`src/sv/k_nearest_neighbour_select_top_assert.svh`:
```
// Assertion macros for the nearest neighbour select block.
// Needs clk and arst_n in the scope where a macro is used.
`ifndef K_NEAREST_NEIGHBOUR_SELECT_TOP_ASSERT_SVH
`define K_NEAREST_NEIGHBOUR_SELECT_TOP_ASSERT_SVH

// same-cycle implication
`define KNNS_ASSERT_NOW(lbl, ante, cons) \
	lbl: assert property (@(posedge clk) disable iff (!arst_n) (ante) |-> (cons)) \
		else $error("knns check failed");

// next-cycle implication
`define KNNS_ASSERT_NEXT(lbl, ante, cons) \
	lbl: assert property (@(posedge clk) disable iff (!arst_n) (ante) |=> (cons)) \
		else $error("knns check failed");

`endif

```
`src/sv/knns_pkg.sv`:
```
// Shared constants for the nearest neighbour select block.
// No dependencies.
package knns_pkg;

	localparam int unsigned NEAR_SLOTS_DEF = 4;
	localparam int unsigned PREV_SUBSETS = 65536;
	localparam int unsigned IDX_LIMIT_W = 21;

	localparam int unsigned COORD_W = 14;
	localparam int unsigned INDEX_W = 16;
	localparam int unsigned SQ_W = 2 * COORD_W;
	localparam int unsigned DIST_W = 30;

	localparam int unsigned RANK_W = 2;
	localparam int unsigned COUNT_W = 3;

	localparam int unsigned S_TDATA_W = 72;
	localparam int unsigned M_TDATA_W = 24;

endpackage

```
`src/sv/k_nearest_neighbour_select_top.sv`:
```
// Top level of the nearest neighbour select block: distance, sorted insert, output bank.
// Depends on knns_pkg and k_nearest_neighbour_select_top_assert.svh.
//
//  channel | dir | tdata                                   | tuser      | tlast
//  s_*     | in  | query_x,query_y,cand_x,cand_y,cand_index | cand_valid | run_end
//  m_*     | out | neigh_index,neigh_rank,neigh_count        | none_found | result_last
//
// One candidate is taken per cycle unless stalled; the sorted-list insert is combinational.
// Two register stages (capture, then subtract/square) precede the add, the sorted insert and the output bank.
// A run end emits max(1, fill) results from a separate bank, one per cycle while m_tready is high.
// Input stalls only when a run end reaches the insert stage while the bank still holds results.
// Reset clears all valid bits and the fill marks; no clearing pass.
`include "k_nearest_neighbour_select_top_assert.svh"

module k_nearest_neighbour_select_top #(
	parameter int unsigned NEAR_SLOTS = knns_pkg::NEAR_SLOTS_DEF
) (
	input  logic                              clk,
	input  logic                              arst_n,
	input  logic                              s_tvalid,
	output logic                              s_tready,
	// query_x[13:0], query_y[27:14], cand_x[41:28], cand_y[55:42], cand_index[71:56]
	input  logic [knns_pkg::S_TDATA_W-1:0]    s_tdata,
	// cand_valid
	input  logic                              s_tuser,
	input  logic                              s_tlast,
	output logic                              m_tvalid,
	input  logic                              m_tready,
	// neigh_index[15:0], neigh_rank[17:16], neigh_count[20:18], zero[23:21]
	output logic [knns_pkg::M_TDATA_W-1:0]    m_tdata,
	// none_found
	output logic                              m_tuser,
	output logic                              m_tlast
);
	import knns_pkg::*;

	localparam int unsigned PW = (NEAR_SLOTS > 1) ? $clog2(NEAR_SLOTS) : 1;
	localparam int unsigned CW = $clog2(NEAR_SLOTS + 1);

	logic               adv;
	logic               stall;
	logic               bank_free;
	logic               load;

	logic               valid_s1;
	logic [COORD_W-1:0] qx_s1, qy_s1, cx_s1, cy_s1;
	logic [INDEX_W-1:0] idx_s1;
	logic               ok_s1;
	logic               last_s1;

	logic [COORD_W-1:0] dx, dy;

	logic               valid_s2;
	logic [SQ_W-1:0]    sqx_s2, sqy_s2;
	logic [INDEX_W-1:0] idx_s2;
	logic               ok_s2;
	logic               last_s2;

	logic [DIST_W-1:0]     dist_new;
	logic [DIST_W-1:0]     dist_q [NEAR_SLOTS];
	logic [INDEX_W-1:0]    idx_q [NEAR_SLOTS];
	logic [NEAR_SLOTS-1:0] filled_q;

	logic [NEAR_SLOTS-1:0] keep;
	logic [DIST_W-1:0]     dist_nx [NEAR_SLOTS];
	logic [INDEX_W-1:0]    idx_nx [NEAR_SLOTS];
	logic [NEAR_SLOTS-1:0] filled_nx;
	logic [CW-1:0]         fill_cnt;

	logic [INDEX_W-1:0] bank_idx_q [NEAR_SLOTS];
	logic [CW-1:0]      bank_n_q;
	logic [PW-1:0]      ptr_q;
	logic               out_valid_q;
	logic [CW-1:0]      ptr_inc;
	logic               none_found;
	logic [PW+1:0]      rank_ext;
	logic [CW+2:0]      cnt_ext;

	// handshake and stall
	assign bank_free = !out_valid_q || (m_tready && m_tlast);
	assign stall     = valid_s2 && last_s2 && !bank_free;
	assign adv       = !stall;
	assign s_tready  = adv;
	assign load      = adv && valid_s2 && last_s2;

	// stage 1: capture the transfer
	always_ff @(posedge clk or negedge arst_n) begin
		if (!arst_n) begin
			valid_s1 <= 1'b0;
		end else if (adv) begin
			valid_s1 <= s_tvalid;
		end
	end

	always_ff @(posedge clk) begin
		if (adv) begin
			qx_s1   <= s_tdata[13:0];
			qy_s1   <= s_tdata[27:14];
			cx_s1   <= s_tdata[41:28];
			cy_s1   <= s_tdata[55:42];
			idx_s1  <= s_tdata[71:56];
			ok_s1   <= s_tuser && ({5'd0, s_tdata[71:56]} < IDX_LIMIT_W'(PREV_SUBSETS));
			last_s1 <= s_tlast;
		end
	end

	// stage 2: squared differences
	assign dx = (cx_s1 > qx_s1) ? (cx_s1 - qx_s1) : (qx_s1 - cx_s1);
	assign dy = (cy_s1 > qy_s1) ? (cy_s1 - qy_s1) : (qy_s1 - cy_s1);

	always_ff @(posedge clk or negedge arst_n) begin
		if (!arst_n) begin
			valid_s2 <= 1'b0;
		end else if (adv) begin
			valid_s2 <= valid_s1;
		end
	end

	always_ff @(posedge clk) begin
		if (adv) begin
			sqx_s2  <= SQ_W'(dx) * SQ_W'(dx);
			sqy_s2  <= SQ_W'(dy) * SQ_W'(dy);
			idx_s2  <= idx_s1;
			ok_s2   <= ok_s1;
			last_s2 <= last_s1;
		end
	end

	// sorted insert; equal distances keep the earlier entry ahead
	assign dist_new = DIST_W'(sqx_s2) + DIST_W'(sqy_s2);

	always_comb begin
		for (int i = 0; i < NEAR_SLOTS; i++) begin
			keep[i] = filled_q[i] && (dist_q[i] <= dist_new);
		end
		if (!ok_s2 || keep[0]) begin
			dist_nx[0] = dist_q[0];
			idx_nx[0]  = idx_q[0];
		end else begin
			dist_nx[0] = dist_new;
			idx_nx[0]  = idx_s2;
		end
		filled_nx[0] = filled_q[0] || ok_s2;
		for (int i = 1; i < NEAR_SLOTS; i++) begin
			if (!ok_s2 || keep[i]) begin
				dist_nx[i] = dist_q[i];
				idx_nx[i]  = idx_q[i];
			end else if (keep[i-1]) begin
				dist_nx[i] = dist_new;
				idx_nx[i]  = idx_s2;
			end else begin
				dist_nx[i] = dist_q[i-1];
				idx_nx[i]  = idx_q[i-1];
			end
			filled_nx[i] = filled_q[i] || (ok_s2 && filled_q[i-1]);
		end
		fill_cnt = '0;
		for (int i = 0; i < NEAR_SLOTS; i++) begin
			fill_cnt = fill_cnt + CW'(filled_nx[i]);
		end
	end

	always_ff @(posedge clk or negedge arst_n) begin
		if (!arst_n) begin
			filled_q <= '0;
		end else if (adv && valid_s2) begin
			filled_q <= last_s2 ? '0 : filled_nx;
		end
	end

	always_ff @(posedge clk) begin
		if (adv && valid_s2) begin
			for (int i = 0; i < NEAR_SLOTS; i++) begin
				dist_q[i] <= dist_nx[i];
				idx_q[i]  <= idx_nx[i];
			end
		end
	end

	// output bank
	assign ptr_inc = CW'(ptr_q) + CW'(1);

	always_ff @(posedge clk or negedge arst_n) begin
		if (!arst_n) begin
			out_valid_q <= 1'b0;
			ptr_q       <= '0;
			bank_n_q    <= '0;
		end else if (load) begin
			out_valid_q <= 1'b1;
			ptr_q       <= '0;
			bank_n_q    <= fill_cnt;
		end else if (out_valid_q && m_tready) begin
			if (m_tlast) begin
				out_valid_q <= 1'b0;
			end else begin
				ptr_q <= ptr_inc[PW-1:0];
			end
		end
	end

	always_ff @(posedge clk) begin
		if (load) begin
			for (int i = 0; i < NEAR_SLOTS; i++) begin
				bank_idx_q[i] <= idx_nx[i];
			end
		end
	end

	assign none_found = (bank_n_q == '0);
	assign rank_ext   = {2'b00, ptr_q};
	assign cnt_ext    = {3'b000, bank_n_q};

	assign m_tvalid = out_valid_q;
	assign m_tuser  = none_found;
	assign m_tlast  = none_found || (ptr_inc == bank_n_q);
	assign m_tdata  = {3'b000, cnt_ext[COUNT_W-1:0], rank_ext[RANK_W-1:0],
		none_found ? INDEX_W'(0) : bank_idx_q[ptr_q]};

	`KNNS_ASSERT_NOW(a_stall_needs_bank, stall, out_valid_q)
	`KNNS_ASSERT_NEXT(a_load_starts_bank, load, m_tvalid && (ptr_q == '0))
	`KNNS_ASSERT_NOW(a_fill_prefix, 1'b1, ((filled_q & (filled_q + 1'b1)) == '0))

endmodule
```
`config.mk`:
```
export PLATFORM = sky130hd
export DESIGN_NAME = k_nearest_neighbour_select_top
export DESIGN_NICKNAME = d
export VERILOG_FILES = /design/src/sv/knns_pkg.sv /design/src/sv/k_nearest_neighbour_select_top.sv
export VERILOG_INCLUDE_DIRS = /design/src /design/src/sv
export SDC_FILE = /design/constraint.sdc
export NUM_CORES = 2
export LEC_CHECK = 0
export CORE_MARGIN = 4
export CORE_UTILIZATION = 51
export CTS_CLUSTER_SIZE = 12
export DETAILED_ROUTE_END_ITERATION = 10
export DONT_BUFFER_PORTS = 1
export PLACE_DENSITY_LB_ADDON = 0.15
export REMOVE_ABC_BUFFERS = 1
export SYNTH_ARGS = -nofsm -noshare
export SYNTH_HDL_FRONTEND = slang
export SYNTH_SLANG_ARGS = --single-unit
```
`constraint.sdc`:
```
create_clock -name clk -period 11.3 [get_ports clk]
set_input_delay 1.695 -clock clk [delete_from_list [all_inputs] [get_ports clk]]
set_output_delay 1.695 -clock clk [all_outputs]
set_load 0.02 [all_outputs]
```
==> flow_summary.yaml <==
run_status:
  outcome: "complete, no violations"
logic_synthesis:
  syn_area_per_cell_um2: 11.1
  yosysSeqAreaShare: 0.372
  ys_dominant_reg_cell: "edfxtp_1"
  syn_inst: 2903
  synth_edf_count: 390
  ys_warn_count: 0
  yosysUniqueCellTypes: 79
  synthArstFlopShare: 0.0299
  ys_ff_latch: 402
  synth_area_mm2: 0.0323
global_routing:
  grt_antenna_before_repair: 6
  grt_pass1_vias: 22026
  grt_usage: 0.212
  grt_max_degree: 75
  grt_pass1_wl_um: 116000
  grt.overflow.total: 0
cts:
  cts.repair.resized: 0
  clkLatencyLatePin_ns: 0.59
  clock_path_buffers: 3
  cts_hold_buf: 0
  cts-htree-levels: 2
  clock_sinks: 402
  cts_inserted_buffers: 45
  path_clk_slew_ns: 0.06
  post_cts_buffers: 0
  cts_root_buf: "clkbuf_16"
  cts_tree: "yes"
setup_path:
  crit_type: "reg -> reg"
  slowest_stage: "xnor2_1"
  cp-start-kind: "register"
  reg2reg_to: "sqy_s2[27]"
  reg2reg_slack_ns: 1.34
  critical-path-max-stage-delay_ns: 0.63
  ff2ff_path_depth: 35
  cp_data_arrival_time_ns: 10.28
  worstPathRequired_ns: 11.62
  timing.rr.start: "cy_s1[0]"
  worstSetupEndpointType: "register"
  worst-path-max-fanout: 13
final_layout:
  drive_above_1_share: 0.0798
  instances_no_fill: 3773
  multi_input_area_mm2: 0.0182
  seq_area_mm2: 0.0120
  syn2layout_area_growth_pct: 7.25
  fillCellCount: 5319
  nNetsFinal: 3591
worst_hold_path:
  holdPathStages: 0
  hold_path.class: "reg -> reg"
  min_to: "idx_s2[5]"
  min_from: "idx_s1[5]"
sta:
  hold_viol_final: 0
  setup_violations: 0
  rsz0062_at_grt: "false"
  min_period_over_period: 0.882
  period_minus_slack_ns: 9.96
  skew_ns: 0.0370
  fin_tns_setup_ns: 0
  worstMarginPinSlew_ns: 1.05
  fmax_ghz: 0.100
  drv_slew: 0
  relSlewSlack: 0.300
routing:
  totalWireLength_um: 70500
  drt_iter0_markers: 1225
  num_vias: 20890
  routed_via_density: 5.54
  ant_nets: 0
  wl_per_cell_um: 18.7
  drc: 0
  drtPass1Iterations: 6
floorplan:
  fp.coreArea_mm2: 0.0622
  rows: 91
  die_area_mm2: 0.0674
  start_util: 0.519
  ioPinCount: 106
  die_w_um: 260
  dieHeight_um: 260
place:
  portBuffers: 0
  dp_hpwl_um: 55100
  place_congestion: 0.881
  place_inst: 3692
flow_run:
  cap_viol_max_count: 0
layout by cell type (no fill, tap or decap), types with 23 or more instances in the layout:
cell type / count
nand2_1: 214
nor3_1: 23
buf_4: 36
clkbuf_16: 45
a21oi_1: 137
nand4_1: 31
mux2i_1: 48
o21ai_0: 119
fa_1: 237
xor2_1: 40
ha_1: 374
edfxtp_1: 390
nand3_1: 34
nand2b_1: 29
a31oi_1: 27
xnor2_1: 70
a21o_1: 97
inv_1: 433
nor2b_1: 34
nor2_1: 179
mux2_2: 81
stage by stage:
step | worst slack [ns] | instance area [um2] | hold slack, ns | utilization
global placement | 1.62 | 33200 | 0.400 | 0.535
CTS | 1.38 | 34600 | 0.420 | 0.557
detailed placement | 1.37 | 33200 | 0.405 | 0.535
finish | 1.34 | 34600 | 0.418 | 0.557
floorplan | 2.41 | 31900 | 0.400 | -
global route | 0.674 | 34600 | 0.422 | 0.557
kinds of logic after synthesis:
| family | Yosys count | synth area share |
|---|---|---|
| buffers and inverters | 529 | 0.0639 |
| and+or+nand+nor | 608 | 0.0874 |
| AOI/OAI and AO/OA | 492 | 0.0974 |
| muxes | 145 | 0.0543 |
| DFF | 402 | 0.372 |
| xor gates and xnor gates | 115 | 0.0327 |
| adders and majority gates | 611 | 0.292 |
| other | 1 | 0.000116 |
cell usage after synthesis, types with 6 or more instances:
cell type	instances	area, um2
clkinv_1	6	22.5
nand3_1	35	175
a21oi_1	137	686
mux2i_1	48	480
clkbuf_1	57	214
or2_2	11	68.8
and3_1	7	43.8
o211ai_1	6	45.0
and2_1	7	43.8
o31ai_1	8	60.1
mux2_2	81	912
a21o_1	97	728
edfxtp_1	390	11700
ha_1	374	4680
dfrtp_1	12	300
inv_1	433	1630
nor3_1	24	120
nor2_1	179	672
o21bai_1	13	97.6
nand2b_1	29	181
a211oi_1	10	75.1
a221oi_1	6	52.6
a31oi_1	27	169
nor2b_1	35	219
xnor2_1	70	613
o21ai_0	119	596
nand4_1	31	194
and4_1	11	96.3
nand2_1	214	803
buf_2	15	75.1
fa_1	237	4740
o21a_1	16	120
mux4_2	16	360
xor2_1	40	350
flip-flops by register name, indices dropped and copies added (netlist names):
signal      flops
bank_idx_q     64
bank_n_q        3
cx_s1          14
cy_s1          14
dist_q        116
filled_q        4
idx_q          64
idx_s1         16
idx_s2         16
last_s1         1
last_s2         1
m_tvalid        1
ok_s1           1
ok_s2           1
ptr_q           2
qx_s1          14
qy_s1          14
sqx_s2         27
sqy_s2         27
valid_s1        1
valid_s2        1
worst max-delay path: cells and delay by family (launching register included):
kind,cells,cell delay (ns)
multiplexers,1,0.29
AO/OA/AOI/OAI,10,2.59
flip-flops,1,0.41
XOR/XNOR,2,0.75
adder cells (fa/ha/maj),9,3.87
buffers and inverters,8,0.91
AND/OR/NAND/NOR,5,0.88
metal layers:
metal,track usage,share of wire,up-vias
met2,0.359,0.49,462
li1,-,-,10012
met1,0.292,0.45,10299
met3,0.0305,0.042,109
met4,0.0528,0.021,8
met5,0,0.00085,-
cell type report:
type | instances | share of cell area
tap | 837 | 0.0303
sequential | 402 | 0.347
antenna | 2 | 0.000145
multi-input combinational | 1974 | 0.527
inverter | 443 | 0.0480
clock buffer | 59 | 0.0341
timing repair buffer | 36 | 0.00781
clock inverter | 20 | 0.00557
how the worst max path moves through the flow:
stage                    from         end  cells past startpoint
floorplan           cx_s1[12]  sqx_s2[26]                     32
global placement     cy_s1[2]  sqy_s2[27]                     30
detailed placement   cy_s1[0]  sqy_s2[27]                     35
CTS                  cy_s1[0]  sqy_s2[27]                     35
global route         cy_s1[5]  sqy_s2[27]                     32
finish               cy_s1[0]  sqy_s2[27]                     35
Power is not shown: default switching activity piles up to over one toggle a cycle in this logic, so the estimate is an artifact.
